==> config.mk <==
export PLATFORM = sky130hd
export DESIGN_NAME = bed_record_tokenizer
export DESIGN_NICKNAME = d
export VERILOG_FILES = /design/src/design/brt_pkg.sv /design/src/design/brt_datapath.sv /design/src/design/brt_ctrl.sv /design/src/design/bed_record_tokenizer.sv
export VERILOG_INCLUDE_DIRS = /design/src /design/src/design
export SDC_FILE = /design/constraint.sdc
export NUM_CORES = 1
export LEC_CHECK = 0
export ABC_AREA = 1
export BUFFER_PORTS_ARGS = -buffer_cell sky130_fd_sc_hd__buf_2
export CORE_MARGIN = 4
export CORE_UTILIZATION = 47
export CTS_CLUSTER_SIZE = 20
export DETAILED_ROUTE_END_ITERATION = 10
export GPL_TIMING_DRIVEN = 1
export PLACE_DENSITY = 0.71
export SYNTH_ARGS = -nofsm -noshare
export SYNTH_HDL_FRONTEND = slang
export SYNTH_SLANG_ARGS = --single-unit
==> constraint.sdc <==
create_clock -name clk_i -period 12.24 [get_ports clk_i]
set_input_delay 1.224 -clock clk_i [delete_from_list [all_inputs] [get_ports clk_i]]
set_output_delay 1.224 -clock clk_i [all_outputs]
set_load 0.01 [all_outputs]
==> src/design/assert_macros.svh <==
// ----------------------------------------------------------------------------
// Assertion macros
// Shared concurrent assertion wrappers for the tokenizer RTL.
// ----------------------------------------------------------------------------
`ifndef ASSERT_MACROS_SVH
`define ASSERT_MACROS_SVH

// Property must hold at every rising clock edge outside reset.
`define BRT_ASSERT(name, clk, rst_n, prop) \
  name: assert property (@(posedge clk) disable iff (!(rst_n)) (prop)) \
    else $error("%m: assertion failed");

// Condition must never be seen at a rising clock edge outside reset.
`define BRT_ASSERT_NEVER(name, clk, rst_n, cond) \
  name: assert property (@(posedge clk) disable iff (!(rst_n)) !(cond)) \
    else $error("%m: forbidden condition seen");

`endif

==> src/design/brt_pkg.sv <==
// ----------------------------------------------------------------------------
// brt_pkg
// Shared constants, codes, command and status types of the record tokenizer.
// ----------------------------------------------------------------------------
`default_nettype none

package brt_pkg;

  localparam int MAX_COLUMNS   = 64;
  localparam int NAMED_COLUMNS = 12;
  localparam int HOLD_DEPTH    = 7;

  localparam int COL_W  = $clog2(MAX_COLUMNS + 1);
  localparam int CFG_W  = 7;
  localparam int CNT_W  = (COL_W > CFG_W) ? COL_W : CFG_W;
  localparam int HLEN_W = $clog2(HOLD_DEPTH + 1);
  localparam int HIDX_W = $clog2(HOLD_DEPTH);
  localparam int KIND_W = 3;
  localparam int OCOL_W = 6;
  localparam int BYTE_W = 8;
  localparam int VAL_W  = 64;
  localparam int ERR_W  = 3;
  localparam int REC_W  = 48;
  localparam int ODATA_W = 136;

  // Result kinds.
  localparam logic [KIND_W-1:0] KIND_STR_BYTE   = 3'd0;
  localparam logic [KIND_W-1:0] KIND_INT_FIELD  = 3'd1;
  localparam logic [KIND_W-1:0] KIND_STR_END    = 3'd2;
  localparam logic [KIND_W-1:0] KIND_ROW_END    = 3'd3;
  localparam logic [KIND_W-1:0] KIND_ERROR      = 3'd4;
  localparam logic [KIND_W-1:0] KIND_STREAM_END = 3'd5;

  // Error codes.
  localparam logic [ERR_W-1:0] ERR_NONE     = 3'd0;
  localparam logic [ERR_W-1:0] ERR_COUNT    = 3'd1;
  localparam logic [ERR_W-1:0] ERR_COORD    = 3'd2;
  localparam logic [ERR_W-1:0] ERR_SHORT    = 3'd3;
  localparam logic [ERR_W-1:0] ERR_TOO_MANY = 3'd4;

  // Character codes.
  localparam logic [7:0] CH_TAB   = 8'h09;
  localparam logic [7:0] CH_LF    = 8'h0A;
  localparam logic [7:0] CH_VT    = 8'h0B;
  localparam logic [7:0] CH_FF    = 8'h0C;
  localparam logic [7:0] CH_CR    = 8'h0D;
  localparam logic [7:0] CH_SP    = 8'h20;
  localparam logic [7:0] CH_HASH  = 8'h23;
  localparam logic [7:0] CH_PLUS  = 8'h2B;
  localparam logic [7:0] CH_MINUS = 8'h2D;
  localparam logic [7:0] CH_ZERO  = 8'h30;
  localparam logic [7:0] CH_NINE  = 8'h39;

  // Integer columns: start, end, score, thickStart, thickEnd, blockCount.
  localparam logic [11:0] INT_COL_MAP = 12'h2D6;

  typedef enum logic [3:0] {
    OP_NONE,
    OP_KEY,
    OP_FLUSH,
    OP_FEED,
    OP_FEED_HELD,
    OP_START,
    OP_CLOSE,
    OP_FINISH,
    OP_STREAM_END
  } op_e;

  typedef struct packed {
    op_e  op;
    logic more;      // further results of this word follow unless this step fails
    logic first;     // keyword step on the first byte of a line
    logic clr_held;  // drop the held token
    logic latch;     // capture the incoming byte
  } cmd_t;

  typedef struct packed {
    logic is_cr;
    logic is_lf;
    logic is_blank;
    logic is_hash;
    logic kw_exact;
    logic kw_match;
    logic flush_done;
    logic out_free;
    logic emit;
    logic fail;
  } sts_t;

  function automatic logic is_int_col(input logic [COL_W-1:0] col);
    logic [3:0] sel;
    sel = 4'(col);
    return (int'(col) < NAMED_COLUMNS) && (int'(col) < 12) && INT_COL_MAP[sel];
  endfunction

  function automatic logic [7:0] track_char(input logic [HLEN_W-1:0] pos);
    logic [7:0] c;
    case (pos)
      3'd0:    c = 8'h74;
      3'd1:    c = 8'h72;
      3'd2:    c = 8'h61;
      3'd3:    c = 8'h63;
      3'd4:    c = 8'h6B;
      default: c = 8'h00;
    endcase
    return c;
  endfunction

  function automatic logic [7:0] browser_char(input logic [HLEN_W-1:0] pos);
    logic [7:0] c;
    case (pos)
      3'd0:    c = 8'h62;
      3'd1:    c = 8'h72;
      3'd2:    c = 8'h6F;
      3'd3:    c = 8'h77;
      3'd4:    c = 8'h73;
      3'd5:    c = 8'h65;
      3'd6:    c = 8'h72;
      default: c = 8'h00;
    endcase
    return c;
  endfunction

endpackage

`default_nettype wire

==> src/design/brt_datapath.sv <==
// ----------------------------------------------------------------------------
// brt_datapath
// Column counter, held keyword token, integer parser and result register.
// ----------------------------------------------------------------------------
`default_nettype none

module brt_datapath import brt_pkg::*; (
  input  wire logic                clk_i,
  input  wire logic                rst_ni,
  input  wire logic                cfg_valid_i,
  input  wire logic [CFG_W-1:0]    cfg_data_i,
  input  wire logic [BYTE_W-1:0]   in_byte_i,
  input  wire cmd_t                cmd_i,
  output sts_t                     sts_o,
  input  wire logic                out_ready_i,
  output logic                     out_valid_o,
  output logic [KIND_W-1:0]        out_kind_o,
  output logic [OCOL_W-1:0]        out_column_o,
  output logic [BYTE_W-1:0]        out_byte_o,
  output logic [VAL_W-1:0]         out_value_o,
  output logic                     out_null_o,
  output logic [ERR_W-1:0]         out_err_o,
  output logic [REC_W-1:0]         out_rec_o,
  output logic                     out_last_o
);

  logic [BYTE_W-1:0] byte_q, byte_d;
  logic [COL_W-1:0]  col_q, col_d;
  logic [BYTE_W-1:0] held_q [HOLD_DEPTH];
  logic [HLEN_W-1:0] hlen_q, hlen_d, idx_q, idx_d;
  logic [1:0]        cand_q, cand_d;
  logic [VAL_W-1:0]  acc_q, acc_d;
  logic [3:0]        flags_q, flags_d;
  logic [CNT_W-1:0]  learned_q, learned_d;
  logic [CFG_W-1:0]  ccount_q;
  logic [REC_W-1:0]  rows_q, rows_d;

  logic              hw_en;
  logic [HIDX_W-1:0] hw_idx;
  logic [BYTE_W-1:0] hbyte;

  // Feed unit.
  logic [VAL_W-1:0] f_acc, f_nacc;
  logic [3:0]       f_flags, f_nflags;
  logic             f_int, f_digit;
  logic [VAL_W+3:0] f_sum;

  // Keyword match.
  logic [HLEN_W-1:0] k_pos;
  logic [1:0]        k_cand, k_c;

  // Result.
  logic              emit, fail;
  logic [KIND_W-1:0] r_kind;
  logic [BYTE_W-1:0] r_byte;
  logic [VAL_W-1:0]  r_value;
  logic              r_null;
  logic [ERR_W-1:0]  r_err;
  logic [CNT_W-1:0]  expc, cnt;
  logic              neg, ok;

  logic              ov_q;
  logic [KIND_W-1:0] ok_q;
  logic [OCOL_W-1:0] oc_q;
  logic [BYTE_W-1:0] ob_q;
  logic [VAL_W-1:0]  ovl_q;
  logic              on_q;
  logic [ERR_W-1:0]  oe_q;
  logic [REC_W-1:0]  or_q;
  logic              ol_q;
  logic              out_free;

  assign hbyte    = held_q[idx_q[HIDX_W-1:0]];
  assign expc     = (ccount_q != '0) ? CNT_W'(ccount_q) : learned_q;
  assign cnt      = CNT_W'(col_q);
  assign out_free = !ov_q || out_ready_i;

  assign k_pos  = cmd_i.first ? '0 : hlen_q;
  assign k_cand = cmd_i.first ? 2'b11 : cand_q;
  always_comb begin
    k_c = 2'b00;
    if (int'(k_pos) < 5 && track_char(k_pos) == byte_q) k_c[0] = 1'b1;
    if (int'(k_pos) < 7 && browser_char(k_pos) == byte_q) k_c[1] = 1'b1;
    k_c = k_c & k_cand;
  end

  // One byte into the integer parser; string columns just pass it on.
  assign f_acc   = (cmd_i.op == OP_START) ? '0 : acc_q;
  assign f_flags = (cmd_i.op == OP_START) ? '0 : flags_q;
  assign f_int   = is_int_col(col_q);
  assign f_digit = (byte_q >= CH_ZERO) && (byte_q <= CH_NINE);
  assign f_sum   = {1'b0, f_acc, 3'b000} + {3'b000, f_acc, 1'b0}
                 + (VAL_W+4)'(byte_q - CH_ZERO);
  always_comb begin
    f_nacc   = f_acc;
    f_nflags = f_flags;
    if (f_int && !f_flags[3]) begin
      if (f_digit) begin
        if (f_sum > {4'b0000, 1'b1, {(VAL_W-1){1'b0}}}) f_nflags[3] = 1'b1;
        else f_nacc = f_sum[VAL_W-1:0];
        f_nflags = f_nflags | 4'b0101;
      end else if (!f_flags[0]) begin
        if (byte_q == CH_PLUS) f_nflags[0] = 1'b1;
        else if (byte_q == CH_MINUS) f_nflags[1:0] = 2'b11;
        else if (byte_q != CH_VT && byte_q != CH_FF) f_nflags[3] = 1'b1;
      end else begin
        f_nflags[3] = 1'b1;
      end
    end
  end

  assign neg = flags_q[1];
  assign ok  = flags_q[2] && !flags_q[3] && (neg || !acc_q[VAL_W-1]);

  always_comb begin
    byte_d    = cmd_i.latch ? in_byte_i : byte_q;
    col_d     = col_q;
    hlen_d    = hlen_q;
    idx_d     = idx_q;
    cand_d    = cand_q;
    acc_d     = acc_q;
    flags_d   = flags_q;
    learned_d = learned_q;
    rows_d    = rows_q;
    hw_en     = 1'b0;
    hw_idx    = k_pos[HIDX_W-1:0];
    emit      = 1'b0;
    fail      = 1'b0;
    r_kind    = KIND_STR_BYTE;
    r_byte    = '0;
    r_value   = '0;
    r_null    = 1'b0;
    r_err     = ERR_NONE;
    unique case (cmd_i.op)
      OP_KEY: begin
        if (k_c != 2'b00 && int'(k_pos) < HOLD_DEPTH) begin
          hw_en  = 1'b1;
          hlen_d = k_pos + 1'b1;
          cand_d = k_c;
        end else begin
          col_d   = '0;
          acc_d   = '0;
          flags_d = '0;
          idx_d   = '0;
          hlen_d  = k_pos;
        end
      end
      OP_FLUSH: begin
        col_d   = '0;
        acc_d   = '0;
        flags_d = '0;
        idx_d   = '0;
      end
      OP_FEED: begin
        acc_d   = f_nacc;
        flags_d = f_nflags;
        emit    = !f_int;
        r_byte  = byte_q;
      end
      OP_FEED_HELD: begin
        emit   = 1'b1;
        r_byte = hbyte;
        idx_d  = idx_q + 1'b1;
      end
      OP_START: begin
        if (col_q >= COL_W'(MAX_COLUMNS)) begin
          fail  = 1'b1;
          r_err = ERR_TOO_MANY;
        end else if (expc != '0 && cnt >= expc) begin
          fail  = 1'b1;
          r_err = ERR_COUNT;
        end else begin
          acc_d   = f_nacc;
          flags_d = f_nflags;
          emit    = !f_int;
          r_byte  = byte_q;
        end
      end
      OP_CLOSE: begin
        if (f_int) begin
          if (!ok && (cnt == CNT_W'(1) || cnt == CNT_W'(2))) begin
            fail  = 1'b1;
            r_err = ERR_COORD;
          end else begin
            emit    = 1'b1;
            r_kind  = KIND_INT_FIELD;
            r_value = ok ? (neg ? (VAL_W'(0) - acc_q) : acc_q) : '0;
            r_null  = !ok;
            col_d   = col_q + 1'b1;
          end
        end else begin
          emit   = 1'b1;
          r_kind = KIND_STR_END;
          col_d  = col_q + 1'b1;
        end
      end
      OP_FINISH: begin
        col_d = '0;
        if (expc == '0) begin
          if (cnt < CNT_W'(3)) begin
            fail  = 1'b1;
            r_err = ERR_SHORT;
          end else begin
            learned_d = cnt;
          end
        end else if (cnt != expc) begin
          fail  = 1'b1;
          r_err = ERR_COUNT;
        end else if (cnt < CNT_W'(3)) begin
          fail  = 1'b1;
          r_err = ERR_SHORT;
        end
        if (!fail) begin
          emit   = 1'b1;
          r_kind = KIND_ROW_END;
          if (rows_q != {REC_W{1'b1}}) rows_d = rows_q + 1'b1;
        end
      end
      OP_STREAM_END: begin
        emit   = 1'b1;
        r_kind = KIND_STREAM_END;
      end
      default: begin
      end
    endcase
    if (fail) begin
      emit   = 1'b1;
      r_kind = KIND_ERROR;
    end
    if (cmd_i.clr_held) hlen_d = '0;
  end

  always_comb begin
    sts_o.is_cr      = (byte_q == CH_CR);
    sts_o.is_lf      = (byte_q == CH_LF);
    sts_o.is_blank   = (byte_q == CH_SP) || (byte_q == CH_TAB);
    sts_o.is_hash    = (byte_q == CH_HASH);
    sts_o.kw_exact   = (cand_q[0] && int'(hlen_q) == 5) || (cand_q[1] && int'(hlen_q) == 7);
    sts_o.kw_match   = (k_c != 2'b00) && (int'(k_pos) < HOLD_DEPTH);
    sts_o.flush_done = (idx_q == hlen_q);
    sts_o.out_free   = out_free;
    sts_o.emit       = emit;
    sts_o.fail       = fail;
  end

  always_ff @(posedge clk_i) begin
    if (hw_en) held_q[hw_idx] <= byte_q;
  end

  always_ff @(posedge clk_i or negedge rst_ni) begin
    if (!rst_ni) begin
      col_q     <= '0;
      hlen_q    <= '0;
      idx_q     <= '0;
      cand_q    <= 2'b11;
      acc_q     <= '0;
      flags_q   <= '0;
      learned_q <= '0;
      ccount_q  <= '0;
      rows_q    <= '0;
      ov_q      <= 1'b0;
    end else begin
      col_q     <= col_d;
      hlen_q    <= hlen_d;
      idx_q     <= idx_d;
      cand_q    <= cand_d;
      acc_q     <= acc_d;
      flags_q   <= flags_d;
      learned_q <= learned_d;
      rows_q    <= rows_d;
      if (cfg_valid_i) ccount_q <= cfg_data_i;
      ov_q      <= emit || (ov_q && !out_ready_i);
    end
  end

  always_ff @(posedge clk_i) begin
    byte_q <= byte_d;
    if (emit) begin
      ok_q  <= r_kind;
      oc_q  <= (r_kind == KIND_ERROR || r_kind == KIND_ROW_END ||
                r_kind == KIND_STREAM_END) ? '0 : OCOL_W'(col_q);
      ob_q  <= r_byte;
      ovl_q <= r_value;
      on_q  <= r_null;
      oe_q  <= r_err;
      or_q  <= rows_d;
      ol_q  <= !cmd_i.more || fail;
    end
  end

  assign out_valid_o  = ov_q;
  assign out_kind_o   = ok_q;
  assign out_column_o = oc_q;
  assign out_byte_o   = ob_q;
  assign out_value_o  = ovl_q;
  assign out_null_o   = on_q;
  assign out_err_o    = oe_q;
  assign out_rec_o    = or_q;
  assign out_last_o   = ol_q;

endmodule

`default_nettype wire

==> src/design/brt_ctrl.sv <==
// ----------------------------------------------------------------------------
// brt_ctrl
// Line phase tracking and sequencing of the datapath steps of one word.
// ----------------------------------------------------------------------------
`default_nettype none

module brt_ctrl import brt_pkg::*; (
  input  wire logic clk_i,
  input  wire logic rst_ni,
  input  wire logic in_valid_i,
  input  wire logic in_eoi_i,
  output logic      in_ready_o,
  input  wire sts_t sts_i,
  output cmd_t      cmd_o
);

  typedef enum logic [2:0] {
    ST_IDLE, ST_DISPATCH, ST_FLUSH, ST_CLOSE, ST_FINISH, ST_END
  } state_e;

  typedef enum logic [2:0] {
    PH_START, PH_KEYWORD, PH_SKIP, PH_FIELD, PH_GAP
  } phase_e;

  typedef enum logic [1:0] {
    ACT_FEED, ACT_CLOSE, ACT_CLOSE_FINISH
  } act_e;

  state_e state_q, state_d;
  phase_e phase_q, phase_d;
  act_e   act_q, act_d;
  logic   eoi_q, eoi_d, eol_q, eol_d, halted_q, halted_d;

  always_comb begin
    state_d    = state_q;
    phase_d    = phase_q;
    act_d      = act_q;
    eoi_d      = eoi_q;
    eol_d      = eol_q;
    halted_d   = halted_q;
    cmd_o      = '0;
    cmd_o.op   = OP_NONE;
    in_ready_o = 1'b0;
    unique case (state_q)
      ST_IDLE: begin
        in_ready_o = 1'b1;
        if (in_valid_i && !halted_q) begin
          cmd_o.latch = 1'b1;
          eoi_d       = in_eoi_i;
          state_d     = ST_DISPATCH;
        end
      end
      ST_DISPATCH: begin
        if (sts_i.out_free) begin
          state_d = ST_IDLE;
          if (eoi_q || sts_i.is_lf) begin
            eol_d = 1'b1;
            unique case (phase_q)
              PH_KEYWORD: begin
                if (sts_i.kw_exact) begin
                  cmd_o.clr_held = 1'b1;
                  phase_d        = PH_START;
                  state_d        = eoi_q ? ST_END : ST_IDLE;
                end else begin
                  cmd_o.op = OP_FLUSH;
                  act_d    = ACT_CLOSE_FINISH;
                  phase_d  = PH_FIELD;
                  state_d  = ST_FLUSH;
                end
              end
              PH_FIELD: state_d = ST_CLOSE;
              PH_GAP:   state_d = ST_FINISH;
              default: begin
                phase_d = PH_START;
                state_d = eoi_q ? ST_END : ST_IDLE;
              end
            endcase
          end else if (sts_i.is_cr) begin
            state_d = ST_IDLE;
          end else if (sts_i.is_blank) begin
            eol_d = 1'b0;
            if (phase_q == PH_KEYWORD) begin
              if (sts_i.kw_exact) begin
                cmd_o.clr_held = 1'b1;
                phase_d        = PH_SKIP;
              end else begin
                cmd_o.op = OP_FLUSH;
                act_d    = ACT_CLOSE;
                phase_d  = PH_FIELD;
                state_d  = ST_FLUSH;
              end
            end else if (phase_q == PH_FIELD) begin
              state_d = ST_CLOSE;
            end
          end else begin
            unique case (phase_q)
              PH_START, PH_KEYWORD: begin
                if (phase_q == PH_START && sts_i.is_hash) begin
                  phase_d = PH_SKIP;
                end else begin
                  cmd_o.op    = OP_KEY;
                  cmd_o.first = (phase_q == PH_START);
                  phase_d     = PH_KEYWORD;
                  if (!sts_i.kw_match) begin
                    phase_d = PH_FIELD;
                    act_d   = ACT_FEED;
                    state_d = ST_FLUSH;
                  end
                end
              end
              PH_FIELD: cmd_o.op = OP_FEED;
              PH_GAP: begin
                cmd_o.op = OP_START;
                if (sts_i.fail) halted_d = 1'b1;
                else phase_d = PH_FIELD;
              end
              default: begin
              end
            endcase
          end
        end
      end
      ST_FLUSH: begin
        if (sts_i.out_free) begin
          if (!sts_i.flush_done) begin
            cmd_o.op   = OP_FEED_HELD;
            cmd_o.more = 1'b1;
          end else begin
            cmd_o.clr_held = 1'b1;
            state_d        = ST_IDLE;
            unique case (act_q)
              ACT_FEED: cmd_o.op = OP_FEED;
              ACT_CLOSE: begin
                cmd_o.op = OP_CLOSE;
                phase_d  = PH_GAP;
              end
              ACT_CLOSE_FINISH: begin
                cmd_o.op   = OP_CLOSE;
                cmd_o.more = 1'b1;
                phase_d    = PH_GAP;
                state_d    = ST_FINISH;
              end
              default: begin
              end
            endcase
          end
        end
      end
      ST_CLOSE: begin
        if (sts_i.out_free) begin
          cmd_o.op   = OP_CLOSE;
          cmd_o.more = eol_q;
          if (sts_i.fail) begin
            halted_d = 1'b1;
            state_d  = ST_IDLE;
          end else begin
            phase_d = PH_GAP;
            state_d = eol_q ? ST_FINISH : ST_IDLE;
          end
        end
      end
      ST_FINISH: begin
        if (sts_i.out_free) begin
          cmd_o.op   = OP_FINISH;
          cmd_o.more = eoi_q;
          phase_d    = PH_START;
          if (sts_i.fail) begin
            halted_d = 1'b1;
            state_d  = ST_IDLE;
          end else begin
            state_d = eoi_q ? ST_END : ST_IDLE;
          end
        end
      end
      ST_END: begin
        if (sts_i.out_free) begin
          cmd_o.op = OP_STREAM_END;
          halted_d = 1'b1;
          state_d  = ST_IDLE;
        end
      end
      default: state_d = ST_IDLE;
    endcase
  end

  always_ff @(posedge clk_i or negedge rst_ni) begin
    if (!rst_ni) begin
      state_q  <= ST_IDLE;
      phase_q  <= PH_START;
      act_q    <= ACT_FEED;
      eoi_q    <= 1'b0;
      eol_q    <= 1'b0;
      halted_q <= 1'b0;
    end else begin
      state_q  <= state_d;
      phase_q  <= phase_d;
      act_q    <= act_d;
      eoi_q    <= eoi_d;
      eol_q    <= eol_d;
      halted_q <= halted_d;
    end
  end

endmodule

`default_nettype wire

==> src/design/bed_record_tokenizer.sv <==
// A word is taken in ST_IDLE and decoded in ST_DISPATCH, which waits while
// the result register is occupied; a result is registered and shows on the
// master side in the cycle after its step runs. A new word is taken only
// once all steps of the last are done; results leave at one per cycle
// through the single result register while the master side takes them.
// Reset: asynchronous, active low; returns to line start with no rows counted.
// ----------------------------------------------------------------------------
// bed_record_tokenizer
// Byte-serial tokenizer for BED text: splits data lines into fields, parses
// the integer columns and reports rows, errors and the end of the stream.
// ----------------------------------------------------------------------------
`default_nettype none

`include "assert_macros.svh"

module bed_record_tokenizer import brt_pkg::*; (
  input  wire logic               clk_i,
  input  wire logic               rst_ni,
  // Configuration: expected column count, 0 learns it from the first row.
  input  wire logic               cfg_valid_i,
  output logic                    cfg_ready_o,
  input  wire logic [CFG_W-1:0]   cfg_data_i,
  // Input words.
  input  wire logic               s_axis_tvalid_i,
  output logic                    s_axis_tready_o,
  input  wire logic [7:0]         s_axis_tdata_i,   // [7:0] text_byte
  input  wire logic               s_axis_tlast_i,   // end_of_input
  // Result words.
  output logic                    m_axis_tvalid_o,
  input  wire logic               m_axis_tready_i,
  // [5:0] column, [13:6] field_byte, [77:14] int_value, [78] is_null,
  // [81:79] error_code, [129:82] record_count, [135:130] zero
  output logic [ODATA_W-1:0]      m_axis_tdata_o,
  output logic [KIND_W-1:0]       m_axis_tuser_o,   // [2:0] kind
  output logic                    m_axis_tlast_o    // last
);

  cmd_t cmd;
  sts_t sts;

  logic [OCOL_W-1:0] o_col;
  logic [BYTE_W-1:0] o_byte;
  logic [VAL_W-1:0]  o_val;
  logic              o_null;
  logic [ERR_W-1:0]  o_err;
  logic [REC_W-1:0]  o_rec;

  // The register can be written whenever the host offers it; the host must do
  // so only while the tokenizer is idle, which the block does not enforce.
  assign cfg_ready_o = 1'b1;

  // The controller owns the line phase and decides which datapath step runs
  // in each cycle; a step waits while the result register is full and unread.
  brt_ctrl u_ctrl (
    .clk_i      (clk_i),
    .rst_ni     (rst_ni),
    .in_valid_i (s_axis_tvalid_i),
    .in_eoi_i   (s_axis_tlast_i),
    .in_ready_o (s_axis_tready_o),
    .sts_i      (sts),
    .cmd_o      (cmd)
  );

  // The datapath holds the column count, the held first token, the integer
  // accumulator and the result register.
  brt_datapath u_dp (
    .clk_i        (clk_i),
    .rst_ni       (rst_ni),
    .cfg_valid_i  (cfg_valid_i),
    .cfg_data_i   (cfg_data_i),
    .in_byte_i    (s_axis_tdata_i),
    .cmd_i        (cmd),
    .sts_o        (sts),
    .out_ready_i  (m_axis_tready_i),
    .out_valid_o  (m_axis_tvalid_o),
    .out_kind_o   (m_axis_tuser_o),
    .out_column_o (o_col),
    .out_byte_o   (o_byte),
    .out_value_o  (o_val),
    .out_null_o   (o_null),
    .out_err_o    (o_err),
    .out_rec_o    (o_rec),
    .out_last_o   (m_axis_tlast_o)
  );

  assign m_axis_tdata_o = {6'b000000, o_rec, o_err, o_null, o_val, o_byte, o_col};

  // A new result is only produced when the result register can take it.
  `BRT_ASSERT(a_emit_has_room, clk_i, rst_ni, !sts.emit || sts.out_free)
  // Errors and the stream end always close the results of their word.
  `BRT_ASSERT(a_final_marked, clk_i, rst_ni,
    !(m_axis_tvalid_o && (m_axis_tuser_o == KIND_ERROR ||
      m_axis_tuser_o == KIND_STREAM_END)) || m_axis_tlast_o)
  // A failing step must be one that reports the failure.
  `BRT_ASSERT_NEVER(a_fail_silent, clk_i, rst_ni, sts.fail && !sts.emit)

endmodule

`default_nettype wire
; Word-level counts from Yosys, hierarchy flattened
; Memories as Yosys holds them, arrays and structs flattened.
; Cells that the tools add are included.
[totals]
reg_bits = 299
ram_bits = 56
mem_bits_ro = 16
word_cells = 377
n_memories = 2
[memory_table]
columns = name, depth, word_bits, read_ports, rd_ports_with_merged_regs, write_ports, line
row1 = u_dp.held_q, 7, 8, 1, 0, 1, brt_datapath.sv:29  ; logic [BYTE_W-1:0] held_q [HOLD_DEPTH];
row2 = (name not given), 16, 1, 1, 0, 0, brt_pkg.sv:93  ; return (int'(col) < NAMED_COLUMNS) && (int'(col) < 12) && INT_COL_MAP[sel];
[op_classes]
n_addsub = 8
order_cmp = 10
n_eq_ne = 75
n_mux = 181
bitwise = 5
n_reduce_logical = 71
[ops]
columns = operator, n
row1 = 64-bit 2-to-1 mux, 8
row2 = 64-bit one-hot mux with 4 select lines, 1
row3 = 48-bit 2-to-1 mux, 3
row4 = 3-bit 2-to-1 mux, 39
row5 = 67-bit by 65-bit adder with 68-bit output, 1
row6 = 68-bit adder, 1
row7 = 68-bit by 64-bit greater-than comparator with 1-bit output (second input constant), 1
row8 = 1-bit by 64-bit subtractor with 64-bit output (first input constant), 1
row9 = 1-bit 2-to-1 mux, 60
row10 = 2-bit 2-to-1 mux, 28
row11 = 4-bit 2-to-1 mux, 14
row12 = 48-bit by 1-bit adder with 48-bit output (second input constant), 1
row13 = 48-bit inequality test (second input constant), 1
row14 = 7-bit one-hot mux with 6 select lines, 1
row15 = 3-bit one-hot mux with 3 select lines, 4
row16 = 7-bit one-hot mux with 5 select lines, 1
row17 = 8-bit by 6-bit == test with 1-bit output (second input constant), 4
row18 = 7-bit 2-to-1 mux, 4
row19 = 3-bit == test (second input constant), 9
row20 = 8-bit by 4-bit == test with 1-bit output (second input constant), 3
row21 = 8-bit one-hot mux with 3 select lines, 1
row22 = 2-bit inequality test (second input constant), 11
row23 = 7-bit one-hot mux with 3 select lines, 1
row24 = 2-bit by 1-bit inequality test with 1-bit output (second input constant), 10
row25 = 63 further kinds, 142

; Logic depth before layout (Yosys ltp)
; Gate-level depths: netlist (run 1).
[depth]
depth_word = 28
mapped_depth = 46

; Cells and area by module
; From an unflattened synthesis (run 1), not the netlist that was laid out.
[unflattened]
hier_cells = 3852
area_unflattened_um2 = 27196.1
[modules_own_cells]
columns = mod, n_inst, cells_each, area_per_inst_um2
row1 = brt_datapath, 1, 3655, 25979.9
row2 = brt_ctrl, 1, 187, 1148.6
row3 = bed_record_tokenizer, 1, 10, 67.6

; Worst setup path before layout (run 1)
; Ideal clock, no wire load.
[synth_timing]
kind = in2reg
startpoint = input port m_axis_tready_i
endpoint = register u_dp.ob_q[0], in the netlist u_dp.out_byte_o[0], enable pin
t_arrival_ns = 9.031
required_time_ns = 11.577
slack_ns = 2.546
stages = 14
n_path_buf = 1
cell_sequence = nor2_1 inv_1 nand2_1 nand2_1 inv_1 nand2_1 nand3_1 inv_1 nand3_1 o21ai_1 inv_1 o21ai_0 buf_2 o211ai_1
[synth_via]
elab_chain_cells = 7
word_cells_on_any_way = 17
classes_between = eq/ne: 6 / mux: 9 / reduce/logical: 2
[synth_lines]
columns = element, line
row1 = start: declaration, bed_record_tokenizer.sv:30  ; input wire logic m_axis_tready_i,
row2 = 1-bit logical OR (*), brt_datapath.sv:76  ; assign out_free = !ov_q || out_ready_i;
row3 = "4-bit 2-to-1 mux, or another cell as far along", brt_ctrl.sv:163  ; if (sts_i.out_free) begin
row4 = 4-bit one-hot mux with 5 select lines (*), brt_ctrl.sv:44  ; unique case (state_q)
row5 = 4-bit == test or 4-bit by 3-bit == test with 1-bit output (tied branches), brt_datapath.sv:134  ; unique case (cmd_i.op)
row6 = 2-bit OR reduction (no source line), --
row7 = 1-bit one-hot mux with 5 select lines, brt_datapath.sv:134
row8 = 1-bit 2-to-1 mux (*), brt_datapath.sv:226  ; if (fail) begin
row9 = named net u_dp.emit, brt_datapath.sv:53  ; logic emit, fail;
row10 = end signal: assignment, brt_datapath.sv:282  ; ob_q <= r_byte;
row11 = end: declaration, brt_datapath.sv:65  ; logic [BYTE_W-1:0] ob_q;
; The timed path passes the listed nets; every way through them passes the cells marked *.
; A chain may end at the register's enable or synchronous reset.

; Worst setup path in the final report (run 1)
[layout_timing]
startpoint = register u_dp.byte_q[5]
endpoint = register u_dp.acc_q[12]
[layout_via]
elab_chain_cells = 21
word_cells_on_any_way = 71
classes_between = add/sub: 3 / order compare: 5 / eq/ne: 20 / mux: 28 / bitwise: 1 / reduce/logical: 14
[layout_lines]
columns = element, line
row1 = start: declaration, brt_datapath.sv:27  ; logic [BYTE_W-1:0] byte_q, byte_d;
row2 = start signal: assignment, brt_datapath.sv:277  ; byte_q <= byte_d;
row3 = branches (longest 21 deep; another with 67-bit by 65-bit adder with 68-bit output), --
row4 = end signal: assignment, brt_datapath.sv:256  ; acc_q <= '0;
row5 = end signal: assignment, brt_datapath.sv:267  ; acc_q <= acc_d;
row6 = end: declaration, brt_datapath.sv:32  ; logic [VAL_W-1:0] acc_q, acc_d;
; Several ways; the timed one is not identified. The select of a mux whose other input is x is not followed.

==> results of run 1 <==
metal layers:
metal  vias up  wire (um)  global-route usage, %
met5         -          0                      0
met4         0       1600                   5.72
met3       108       5860                   3.74
met2       975      34100                   39.4
met1     11096      36200                   38.0
li1      11701          -                      -
critical path, delay by kind of cell (launching register included):
family                   cells  cell delay (ns)
AND/OR/NAND/NOR             25             4.30
buffers and inverters        6             1.58
adder cells (fa/ha/maj)      3             0.68
flip-flops                   1             0.63
XOR/XNOR                     1             0.41
AO/OA/AOI/OAI                1             0.30
kinds of logic after synthesis:
kind of cell,after synthesis,share of synthesized area [%]
buffers and inverters,613,9.21
adders and majority gates,159,9.15
AOI/OAI and AO/OA,386,8.25
muxes,7,0.302
DFF,355,37.8
and+or+nand+nor,1891,30.6
other,2,0.0288
xor gates and xnor gates,138,4.63
worst min path at each step:
stage	cells after the start	from	slack (ns)	endpoint
floorplan	2	u_dp.learned_q[4]	0.42	u_dp.learned_q[4]
CTS	2	u_dp.learned_q[4]	0.47	u_dp.learned_q[4]
detailed placement	2	u_dp.learned_q[4]	0.45	u_dp.learned_q[4]
global placement	2	u_dp.learned_q[4]	0.45	u_dp.learned_q[4]
finish	2	u_dp.learned_q[4]	0.47	u_dp.learned_q[4]
global route	2	u_dp.learned_q[4]	0.50	u_dp.learned_q[4]
Yosys cell counts, types with 19 or more instances:
master and count:
sky130_fd_sc_hd__a21oi_1 151, sky130_fd_sc_hd__buf_2 19, sky130_fd_sc_hd__clkbuf_1 43, sky130_fd_sc_hd__dfrtp_1 155, sky130_fd_sc_hd__edfxtp_1 198, sky130_fd_sc_hd__fa_1 53, sky130_fd_sc_hd__ha_1 106, sky130_fd_sc_hd__inv_1 515
sky130_fd_sc_hd__nand2_1 1085, sky130_fd_sc_hd__nand3_1 185, sky130_fd_sc_hd__nand4_1 80, sky130_fd_sc_hd__nor2_1 376, sky130_fd_sc_hd__nor3_1 63, sky130_fd_sc_hd__nor4_1 31, sky130_fd_sc_hd__o21ai_0 149, sky130_fd_sc_hd__o21bai_1 26
sky130_fd_sc_hd__xnor2_1 49, sky130_fd_sc_hd__xor2_1 89
power breakdown:
| group | switching (mW) | total (mW) | internal [mW] |
|---|---|---|---|
| logic | 1.21 | 1.68 | 0.474 |
| registers | 0.135 | 1.77 | 1.64 |
| clock network | 0.485 | 1.14 | 0.655 |
| total | 1.83 | 4.59 | 2.77 |
area by class of cell:
class	count	area, um2
Clock buffer	47	1010
Inverter	528	1980
Tap cell	748	936
Clock inverter	22	221
Multi-Input combinational cell	2588	13800
Timing Repair Buffer	180	967
Sequential cell	355	9880
Fill cell	5352	26100
registers in the layout, indices dropped and copies added (netlist names), 2 cells and up:
| name | count |
|---|---|
| u_dp.out_rec_o | 48 |
| u_ctrl.phase_q | 3 |
| u_dp.out_column_o | 6 |
| u_dp.out_kind_o | 3 |
| u_dp.out_byte_o | 8 |
| u_ctrl.state_q | 3 |
| u_dp.rows_q | 48 |
| u_ctrl.act_q | 2 |
| u_dp.idx_q | 3 |
| u_dp.flags_q | 4 |
| u_dp.hlen_q | 3 |
| u_dp.out_value_o | 64 |
| u_dp.acc_q | 64 |
| u_dp.cnt | 7 |
| u_dp.out_err_o | 3 |
| u_dp.ccount_q | 7 |
| u_dp.learned_q | 7 |
| u_dp.byte_q | 8 |
| u_dp.cand_q | 2 |
| u_dp.held_q | 56 |
per-stage QoR:
stage                     cells  cell area [um2]
final                      4468            28800
after global routing       4468            28800
after CTS                  4468            28800
after detailed placement   4399            27600
after global placement     4399            27600
after floorplan            3556            26100
==> metrics.yaml, run 1 <==
critical_path.most_common_cell: "sky130_fd_sc_hd__nand2_1"
synth_area_um2: 26100
cts.repair_timing.setup_buffer_count: 0
final_layout_size_suffix_gt1_share_pct: 8.33
finalHoldWorstSlack_ns: 0.467
fin_total_pwr_mw: 4.59
port-buffer-count: 156
cts_inserted_buffers: 38
run_status: "finished clean"
cts_resized: 0
postSynthAreaPerCell_um2: 7.35
worstPathArrival_ns: 8.55
drt-total-wl_um: 77800
ios: 164
floorplan.initialDensity_pct: 47.5
cts_root_buf: "sky130_fd_sc_hd__clkbuf_16"
drt_pre_antenna_iters: 6
hold_path_class: "reg -> reg"
start_point_of_the_critical_path: "u_dp.byte_q[5]"
largest_net_degree_at_the_start_of_global_routing: 76
timing.rr.start: "u_dp.byte_q[5]"
unrepaired_setup_endpoints_after_global_routing: "no"
required_ns: 12.73
max_slew.worst_pin.slew_ns: 0.973
fin_nets: 3871
count_of_inserted_antenna_diode_cells: 0
post-route-min-period_ns: 8.06
post-synth-top-area-cell: "sky130_fd_sc_hd__edfxtp_1"
synthDistinctLibCells: 64
netlist_instances: 3551
hpwlAfterDp_um: 61200
clock_sink_count: 355
die_width_um: 244
setup-violations-final: 0
drc_violations_left: 0
number_of_global_route_vias_before_repair: 22091
peak_clock_frequency_supported_by_timing_mhz: 124
setup_total_negative_slack_ns: 0
final_hold_viol_count: 0
slew_viol_final: 0
ctsLongestPathBuffers: 3
ys_dominant_reg_cell: "sky130_fd_sc_hd__edfxtp_1"
globalRouteTotalUtil_pct: 25.5
fp.dieArea_um2: 59400
final_common_cell: "sky130_fd_sc_hd__nand2_1"
htree_num_levels: 2
number_of_antenna_violations_at_the_first_check_in_global_routing: 0
route.detailed.wl_per_inst_um: 17.4
post-synth-top-area-fraction_pct: 22.8
endpoint_kind: "flip-flop"
area_delta_synth_final_pct: 10.5
worst-r2r-setup-slack_ns: 4.18
worstSetupEndpoint: "u_dp.acc_q[12]"
post_cts_hold_buffer_count: 0
r2r_cells: 36
timing.critical_path.slowest_stage_cell: "sky130_fd_sc_hd__edfxtp_1"
synth-warning-count: 0
worst_clock_skew_ns: 0.0167
worst_slack_at_placement_ns: 4.06
place.gp.congestion: 1.05
cp-start-kind: "flip-flop"
yosys_register_bits: 355
synth_area_leaders: "sky130_fd_sc_hd__edfxtp_1 (23%), sky130_fd_sc_hd__nand2_1 (16%), sky130_fd_sc_hd__dfrtp_1 (15%)"
drv_cap: 0
die_y_um: 244
vdd.ir_drop.worst_mv: 0.202
via_count: 23880
timing.final.crit_share_pct: 65.9
worst_slack_ns: 4.18
insertion_delay_to_the_later_sink_of_the_worst_skew_pair_ns: 0.56
critical_path.reg2reg.endpoint: "u_dp.acc_q[12]"
timing_worst_setup_path_type: "reg -> reg"
fraction_of_the_core_area_covered_by_cells_at_the_end_of_the_flow_pct: 52.5
core_area_um2: 55000
drt-vias-per-instance: 5.34
drt.antenna.violating_nets: 0
crit_path_max_fanout: 75
most_used_cells_in_the_layout_excluding_fill_and_tap_cells: "sky130_fd_sc_hd__nand2_1 (1,085), sky130_fd_sc_hd__inv_1 (515), sky130_fd_sc_hd__nor2_1 (375), sky130_fd_sc_hd__edfxtp_1 (198), sky130_fd_sc_hd__nand3_1 (184)"
max_stage_delay_ns: 0.63
p_leak_nw: 14.7
seq_area_frac_synth_pct: 37.8
rows: 86
postSynth.asyncResetShare_pct: 44.2
synth_edf_count: 198
drtIter0Drc: 2385
relative_slew_slack_pct: 35.2
cellPowerDensity_nw_per_um2: 159
global_route.overflow_total: 0
clock_transition_at_the_register_clock_pins_on_the_worst_setup_and_hold_paths_after_cts_ns: 0.06
tritoncts: "yes"
grt_first_pass_wirelength_um: 122000
Note: power is estimated with default switching activity, not from simulation.
==> inputs of run 2 (changes only) <==
--- a/config.mk
+++ b/config.mk
@@ -6,14 +6,14 @@
 export SDC_FILE = /design/constraint.sdc
 export NUM_CORES = 1
 export LEC_CHECK = 0
-export ABC_AREA = 1
+export ABC_AREA = 0
 export BUFFER_PORTS_ARGS = -buffer_cell sky130_fd_sc_hd__buf_2
 export CORE_MARGIN = 4
 export CORE_UTILIZATION = 47
 export CTS_CLUSTER_SIZE = 20
 export DETAILED_ROUTE_END_ITERATION = 10
 export GPL_TIMING_DRIVEN = 1
-export PLACE_DENSITY = 0.71
+export PLACE_DENSITY = 0.74
 export SYNTH_ARGS = -nofsm -noshare
 export SYNTH_HDL_FRONTEND = slang
 export SYNTH_SLANG_ARGS = --single-unit
==> constraint.sdc (replaced) <==
create_clock -name clk_i -period 7.1 [get_ports clk_i]
set_input_delay 0.71 -clock clk_i [delete_from_list [all_inputs] [get_ports clk_i]]
set_output_delay 0.71 -clock clk_i [all_outputs]
set_load 0.01 [all_outputs]
==> run 2 against run 1 <==
  * Routed wire length down 5.6%
  * Sequential share of layout area up 1.4 points
  * Synthesized cell count down 29%
  * Non-clock buffer count up 76
  * Die area down 7.6%
  * Synthesized area down 7.8%
  * Global-route usage up 0.60 points
  * Register-to-register slack worse by 4.0 ns
  * Largest power group is now the clock network
==> metrics.yaml, run 2 <==
cts_root_buf: "sky130_fd_sc_hd__clkbuf_16"
fin_nets: 2844  # -27%
relative_slew_slack_pct: 26.3  # -8.8 points
htree_num_levels: 2  # unchanged
internal-power_mw: 3.56  # +29%
p_sw_share_pct: 19.6  # -20 points
number_of_global_route_vias_before_repair: 19911  # -9.9%
synth_edf_count: 198  # unchanged
final_hold_viol_count: 0  # unchanged
run_status: "finished clean"
grt_first_pass_wirelength_um: 114000  # -6.8%
netlist_instances: 2507  # -29%
port-buffer-count: 156  # unchanged
number_of_antenna_violations_at_the_first_check_in_global_routing: 1  # +1
drt_pre_antenna_iters: 6  # unchanged
synth_area_um2: 24100  # -7.8%
post-synth-top-area-cell: "sky130_fd_sc_hd__edfxtp_1"
most_used_cells_in_the_layout_excluding_fill_and_tap_cells: "sky130_fd_sc_hd__nand2_1 (253), sky130_fd_sc_hd__nor2_1 (206), sky130_fd_sc_hd__edfxtp_1 (198), sky130_fd_sc_hd__o21ai_0 (183), sky130_fd_sc_hd__buf_2 (155)"
drtIter0Drc: 2565  # +7.5%
globalRouteTotalUtil_pct: 26.1  # +0.60 points
insertion_delay_to_the_later_sink_of_the_worst_skew_pair_ns: 0.55  # about the same
cellPowerDensity_nw_per_um2: 160  # +0.37%
drt.antenna.violating_nets: 0  # unchanged
hold_path_class: "in -> async"
ios: 164  # unchanged
endpoint_kind: "flip-flop"
post-synth-top-area-fraction_pct: 24.7  # +1.9 points
cp-start-kind: "flip-flop"
synth_area_leaders: "sky130_fd_sc_hd__edfxtp_1 (25%), sky130_fd_sc_hd__dfrtp_1 (16%), sky130_fd_sc_hd__ha_1 (5.5%)"
die_y_um: 234  # -3.9%
postSynthAreaPerCell_um2: 9.59  # +31%
place.gp.congestion: 1.08  # +2.4%
core_area_um2: 50400  # -8.4%
worstPathArrival_ns: 7.36  # -1.19 ns
global_route.overflow_total: 0  # unchanged
max_slew.worst_pin.slew_ns: 1.10  # +0.128 ns
route.detailed.wl_per_inst_um: 21.8  # +25%
postSynth.asyncResetShare_pct: 44.2  # unchanged
post-route-min-period_ns: 6.92  # -1.14 ns
setup-violations-final: 0  # unchanged
yosys_register_bits: 355  # unchanged
drv_cap: 0  # unchanged
vdd.ir_drop.worst_mv: 0.121  # -40%
area_delta_synth_final_pct: 15.1
final_layout_size_suffix_gt1_share_pct: 16.1  # +7.8 points
count_of_inserted_antenna_diode_cells: 0  # unchanged
synth-warning-count: 0  # unchanged
clock_transition_at_the_register_clock_pins_on_the_worst_setup_and_hold_paths_after_cts_ns: 0.06  # about the same
synth.most_common_cell: "sky130_fd_sc_hd__nand2_1"
worst_clock_skew_ns: 0.0141  # -0.00256 ns
net-switching-power_uw: 868  # -52%
fin_total_pwr_mw: 4.42  # -3.7%
fp.dieArea_um2: 54900  # -7.6%
cts_inserted_buffers: 38  # unchanged
final_common_cell: "sky130_fd_sc_hd__nand2_1"
crit_path_max_fanout: 40  # -47%
rows: 82  # -4.7%
timing.final.crit_share_pct: 97.5  # +32 points
clkPwrFrac_pct: 50.0  # +25 points
die_width_um: 234  # -3.9%
nFillCells: 4331  # -19%
floorplan.initialDensity_pct: 47.7  # +0.28 points
unrepaired_setup_endpoints_after_global_routing: "yes"
required_ns: 7.54  # -5.19 ns
p_leak_nw: 10.9  # -26%
ys_dominant_reg_cell: "sky130_fd_sc_hd__edfxtp_1"
hpwlAfterDp_um: 55600  # -9.1%
peak_clock_frequency_supported_by_timing_mhz: 145  # +16%
drt-vias-per-instance: 6.29  # +18%
tritoncts: "yes"
seq_area_frac_synth_pct: 41.1  # +3.2 points
post_synth_most_frequent_cells: "sky130_fd_sc_hd__nand2_1 (254), sky130_fd_sc_hd__nor2_1 (208), sky130_fd_sc_hd__edfxtp_1 (198), sky130_fd_sc_hd__o21ai_0 (198), sky130_fd_sc_hd__dfrtp_1 (155)"
timing_worst_setup_path_type: "reg -> reg"
fraction_of_the_core_area_covered_by_cells_at_the_end_of_the_flow_pct: 55.0  # +2.5 points
largest_net_degree_at_the_start_of_global_routing: 91  # +20%
drc_violations_left: 0  # unchanged
p_comb_share_pct: 1.0  # -36 points
slew_viol_final: 0  # unchanged
via_count: 21172  # -11%
drt-total-wl_um: 73400  # -5.6%
ctsLongestPathBuffers: 3  # unchanged
synthDistinctLibCells: 85  # +33%
power_frac_seq_pct: 49.1  # +10 points
clock_sink_count: 355  # unchanged
run 2: changes by cell type in the layout (fill, tap and decap cells not counted), moves of 22 or more:
cell	change
sky130_fd_sc_hd__mux2i_1	+29
sky130_fd_sc_hd__and2_1	+60
sky130_fd_sc_hd__o21ai_0	+35
sky130_fd_sc_hd__a21o_1	+42
sky130_fd_sc_hd__buf_4	+68
sky130_fd_sc_hd__inv_1	-466
sky130_fd_sc_hd__a32oi_1	+37
sky130_fd_sc_hd__a21oi_1	-31
sky130_fd_sc_hd__nand2_1	-832
sky130_fd_sc_hd__a2bb2oi_1	+27
sky130_fd_sc_hd__or3_1	+28
sky130_fd_sc_hd__nand3_1	-118
sky130_fd_sc_hd__o21a_1	+22
sky130_fd_sc_hd__nor2_1	-169
run 2: final cells by class:
type | count | area [um2] | share of cell area [%]
clock inverter | 21 | 317 | 1.14
timing repair buffer | 256 | 1620 | 5.85
tap | 672 | 841 | 3.04
clock buffer | 49 | 1090 | 3.92
sequential | 355 | 9880 | 35.7
multi-input combinational | 1963 | 13800 | 49.7
inverter | 50 | 188 | 0.678
run 2: path summary, 6_finish.rpt:
path | start | endpoint | slack (ns) | cells after the start
max in group asynchronous | rst_ni | u_dp.flags_q[1] | 5.31 | 2
worst max register to register | u_ctrl.state_q[2] | u_dp.acc_q[39] | 0.18 | 26
min in group clk_i | s_axis_tdata_i[2] | u_dp.byte_q[2] | 0.33 | 1
worst min register to register | u_ctrl.halted_q | u_ctrl.halted_q | 0.48 | 1
worst min-delay path | rst_ni | u_dp.ccount_q[4] | 0.21 | 1
worst max-delay path | u_ctrl.state_q[2] | u_dp.acc_q[39] | 0.18 | 26
run 2: stage by stage:
step	instances	hold WS (ns)	TNS [ns]	cell area, um2	worst slack (ns)
after floorplan	2512	0.414	-415.53	24100	-3.08
after global placement	3289	0.445	0	26000	0.110
after detailed placement	3289	0.455	0	26000	0.115
after CTS	3359	0.235	0	27400	0.0838
after global routing	3366	0.279	-0.179	27700	-0.0590
final	3366	0.208	0	27700	0.181
run 2: logic make-up (layout without fill, tap and decap cells):
group	after synthesis	after routing	share of synthesized area [%]
AND/OR/NAND/NOR	909	909	18.9
multiplexers	48	48	2.47
flip-flops	355	355	41.1
AO/OA/AOI/OAI	671	671	18.3
XOR/XNOR	168	168	6.12
buffers and inverters	194	376	3.17
adder cells (fa/ha/maj)	160	160	9.97
other	2	7	0.0312
run 2: repair_timing:
action	in CTS	in global routing
buffers inserted	0	7
hold buffers	0	0
endpoints found under the setup margin	0	65
endpoints found under the hold margin	0	0
gates resized for setup	0	66
run 2: critical path: stages (launching register included):
cell and delay, ns:
sky130_fd_sc_hd__dfrtp_1 0.36, sky130_fd_sc_hd__buf_4 0.16, sky130_fd_sc_hd__nor3b_1 0.36, sky130_fd_sc_hd__o21ai_0 0.21, sky130_fd_sc_hd__a21oi_1 0.31, sky130_fd_sc_hd__a41oi_2 0.07
sky130_fd_sc_hd__or3_2 0.50, sky130_fd_sc_hd__buf_12 0.19, sky130_fd_sc_hd__buf_12 0.18, sky130_fd_sc_hd__and2_1 0.22, sky130_fd_sc_hd__fa_1 0.49, sky130_fd_sc_hd__ha_1 0.40
sky130_fd_sc_hd__buf_4 0.19, sky130_fd_sc_hd__a21oi_1 0.26, sky130_fd_sc_hd__o21ai_0 0.17, sky130_fd_sc_hd__a21oi_2 0.25, sky130_fd_sc_hd__o211ai_1 0.16, sky130_fd_sc_hd__o211ai_1 0.22
sky130_fd_sc_hd__buf_4 0.17, sky130_fd_sc_hd__a211o_1 0.15, sky130_fd_sc_hd__nand2_1 0.07, sky130_fd_sc_hd__xnor2_1 0.45, sky130_fd_sc_hd__nand4_1 0.27, sky130_fd_sc_hd__o31a_1 0.34
sky130_fd_sc_hd__buf_4 0.26, sky130_fd_sc_hd__o211ai_1 0.27, sky130_fd_sc_hd__nand2_1 0.08
run 2: power groups by stage:
stage / logic (mW) / registers, mW / clock network [mW]
global placement: 0.0414 / 2.21 / 0
global route: 0.0485 / 2.17 / 2.34
CTS: 0.0434 / 2.17 / 2.24
detailed placement: 0.0432 / 2.21 / 0
finish: 0.0420 / 2.17 / 2.21
floorplan: 0.0178 / 2.21 / 0
run 2: layer usage:
metal  wire [um]  GRT usage [%]  part of all wire (%)  vias to the layer above
met4        1900           6.68                   2.6                        2
met2       31500           38.8                    43                     1067
li1            -              -                     -                     9612
met1       32800           39.4                    45                    10361
met3        7250           4.69                   9.9                      130
met5          13              0                 0.018                        -
==> inputs of run 3 (changes only) <==
--- a/config.mk
+++ b/config.mk
@@ -13,7 +13,8 @@
 export CTS_CLUSTER_SIZE = 20
 export DETAILED_ROUTE_END_ITERATION = 10
 export GPL_TIMING_DRIVEN = 1
-export PLACE_DENSITY = 0.74
+export PLACE_DENSITY = 0.72
 export SYNTH_ARGS = -nofsm -noshare
 export SYNTH_HDL_FRONTEND = slang
 export SYNTH_SLANG_ARGS = --single-unit
+export TNS_END_PERCENT = 20
==> constraint.sdc (replaced) <==
create_clock -name clk_i -period 6.6 [get_ports clk_i]
set_input_delay 0.66 -clock clk_i [delete_from_list [all_inputs] [get_ports clk_i]]
set_output_delay 0.66 -clock clk_i [all_outputs]
set_load 0.01 [all_outputs]
==> run 3 against run 2 <==
  * The run now ends with setup timing left
  * Largest power group is now registers
  * Register-to-register slack lost 0.43 ns
  * Non-clock buffer count grew 422
  * Worst setup slack worse by 0.43 ns
  * Sequential share of layout area decreased by 4.9 points
  * Flip-flop and latch count did not move
  * Global-route usage grew 2.5 points
  * Clock power fell by 5%
  * Via count up 9.6%
==> metrics.yaml, run 3 (synthesized netlist as in run 2, its figures left out) <==
globalRouteTotalUtil_pct: 28.6  # +2.5 points
cts_inserted_buffers: 37  # -2.6%
htree_num_levels: 2  # unchanged
final_common_cell: "sky130_fd_sc_hd__buf_4"
endpoint_kind: "flip-flop"
worstPathArrival_ns: 7.29  # -0.07 ns
timing_worst_setup_path_type: "reg -> reg"
clock_transition_at_the_register_clock_pins_on_the_worst_setup_and_hold_paths_after_cts_ns: 0.06  # about the same
drt-vias-per-instance: 6.13  # -2.5%
slew_viol_final: 0  # unchanged
max_slew.worst_pin.slew_ns: 1.13  # +0.0297 ns
fin_nets: 3265  # +15%
final_hold_viol_count: 0  # unchanged
required_ns: 7.04  # -0.50 ns
port-buffer-count: 156  # unchanged
die_y_um: 234  # unchanged
dpl_cell_area_um2: 28800  # +11%
drt-total-wl_um: 83100  # +13%
relative_slew_slack_pct: 24.4  # -2.0 points
vdd.ir_drop.worst_mv: 0.187  # +54%
worst_clock_skew_ns: 0.0251  # +0.0110 ns
grt_first_pass_wirelength_um: 124000  # +9.0%
dp.cells: 3650  # +11%
floorplan.initialDensity_pct: 47.7  # unchanged
multi_input_gate_area_in_the_final_layout_um2: 14800  # +7.3%
cellPowerDensity_nw_per_um2: 140  # -12%
timing.final.crit_share_pct: 104  # +6.4 points
run_status: "complete, but fails checks"
finalHoldWorstSlack_ns: 0.121  # -0.0876 ns
area_delta_synth_final_pct: 33.3
worst_slack_ns: -0.252  # -0.433 ns
fin_total_pwr_mw: 4.49  # +1.5%
cts_root_buf: "sky130_fd_sc_hd__clkbuf_16"
setup-violations-final: 65  # +65
global_route.overflow_total: 0  # unchanged
fraction_of_the_core_area_covered_by_cells_at_the_end_of_the_flow_pct: 63.7  # +8.7 points
crit_path_max_fanout: 14  # -65%
tritoncts: "yes"
final_layout_size_suffix_gt1_share_pct: 31.0  # +15 points
hold_path_class: "in -> async"
count_of_inserted_antenna_diode_cells: 0  # unchanged
drt.antenna.violating_nets: 0  # unchanged
core_area_um2: 50400  # unchanged
final_cell_count_no_fill: 3785  # +12%
insertion_delay_to_the_later_sink_of_the_worst_skew_pair_ns: 0.58  # +0.03 ns
drt_pre_antenna_iters: 7  # +1
clock_sink_count: 355  # unchanged
rows: 82  # unchanged
ctsLongestPathBuffers: 3  # unchanged
die_width_um: 234  # unchanged
peak_clock_frequency_supported_by_timing_mhz: 146  # +0.98%
ios: 164  # unchanged
critical_path.most_common_cell: "sky130_fd_sc_hd__buf_4"
timing.critical_path.slowest_stage_cell: "sky130_fd_sc_hd__fa_1"
post_cts_hold_buffer_count: 0  # unchanged
drtIter0Drc: 2347  # -8.5%
register_area_um2: 9880  # unchanged
p_leak_nw: 13.3  # +22%
drc_violations_left: 0  # unchanged
fp.dieArea_um2: 54900  # unchanged
number_of_antenna_violations_at_the_first_check_in_global_routing: 0  # -1
hpwlAfterDp_um: 60300  # +8.4%
violations_in_the_final_reports: "setup timing"
number_of_global_route_vias_before_repair: 21945  # +10%
most_used_cells_in_the_layout_excluding_fill_and_tap_cells: "sky130_fd_sc_hd__buf_4 (481), sky130_fd_sc_hd__nand2_1 (250), sky130_fd_sc_hd__nor2_1 (202), sky130_fd_sc_hd__edfxtp_1 (198), sky130_fd_sc_hd__buf_2 (155)"
postLayoutCellArea_um2: 32100  # +16%
nFillCells: 3871  # -11%
cp-start-kind: "flip-flop"
via_count: 23202  # +9.6%
max_stage_delay_ns: 0.57  # +0.07 ns
post-route-min-period_ns: 6.85  # -0.0674 ns
place.gp.congestion: 1.06  # -1.6%
largest_net_degree_at_the_start_of_global_routing: 122  # +34%
drv_cap: 0  # unchanged
route.detailed.wl_per_inst_um: 21.9  # +0.61%
unrepaired_setup_endpoints_after_global_routing: "yes"
## run 3: timing repair
item	CTS	global route
resized for setup	135	154
endpoints found under the setup margin	65	65
buffers inserted	32	27
cloned	6	9
pin swaps	66	71
## run 3: worst paths after layout
check	slack (ns)	start	end	cells past startpoint
setup / recovery	-0.25	u_dp.byte_q[5]	u_dp.acc_q[42]	29
hold reg to reg	0.46	u_ctrl.halted_q	u_ctrl.halted_q	1
hold / removal	0.12	rst_ni	u_ctrl.state_q[2]	1
max in group asynchronous	4.88	rst_ni	u_dp.cnt[1]	2
min in group clk_i	0.28	s_axis_tdata_i[2]	u_dp.byte_q[2]	1
setup reg to reg	-0.25	u_dp.byte_q[5]	u_dp.acc_q[42]	29
## run 3: where the power goes
| part | internal (mW) | leakage [nW] | switching [mW] |
|---|---|---|---|
| registers | 2.33 | 3.64 | 0.00522 |
| clock network | 1.19 | 0.581 | 0.916 |
| logic | 0.0143 | 9.05 | 0.0315 |
| total | 3.54 | 13.3 | 0.953 |
## run 3: through the flow
step / setup WS, ns / TNS, ns
6_report: -0.252 / -13.15
5_1_grt: -0.410 / -24.65
3_3_place_gp: -0.879 / -55.08
2_1_floorplan: -3.58 / -631.81
3_5_place_dp: -0.949 / -58.01
4_1_cts: 0.00219 / 0
## run 3: area by class of cell
class	count	area share, %
inverter	50	0.585
timing repair buffer	678	16.2
clock inverter	21	0.632
tap	672	2.62
sequential	355	30.8
multi-input combinational	1963	46.0
clock buffer	46	3.09
## run 3: worst max-delay path, delay by kind of cell, from the launching register on
kind                       cells  cell delay [ns]
buffers and inverters          9             1.57
AOI/OAI and AO/OA             10             2.28
xor gates and xnor gates       1             0.22
adders and majority gates      3             0.99
DFF                            1             0.45
and+or+nand+nor                6             1.21
## run 3: layer usage
layer	vias up	GRT usage, %	part of all wire [%]
met5	-	0	0
li1	10445	-	-
met4	0	7.11	2.7
met2	1267	43.5	44
met1	11334	41.7	42
met3	156	6.34	11
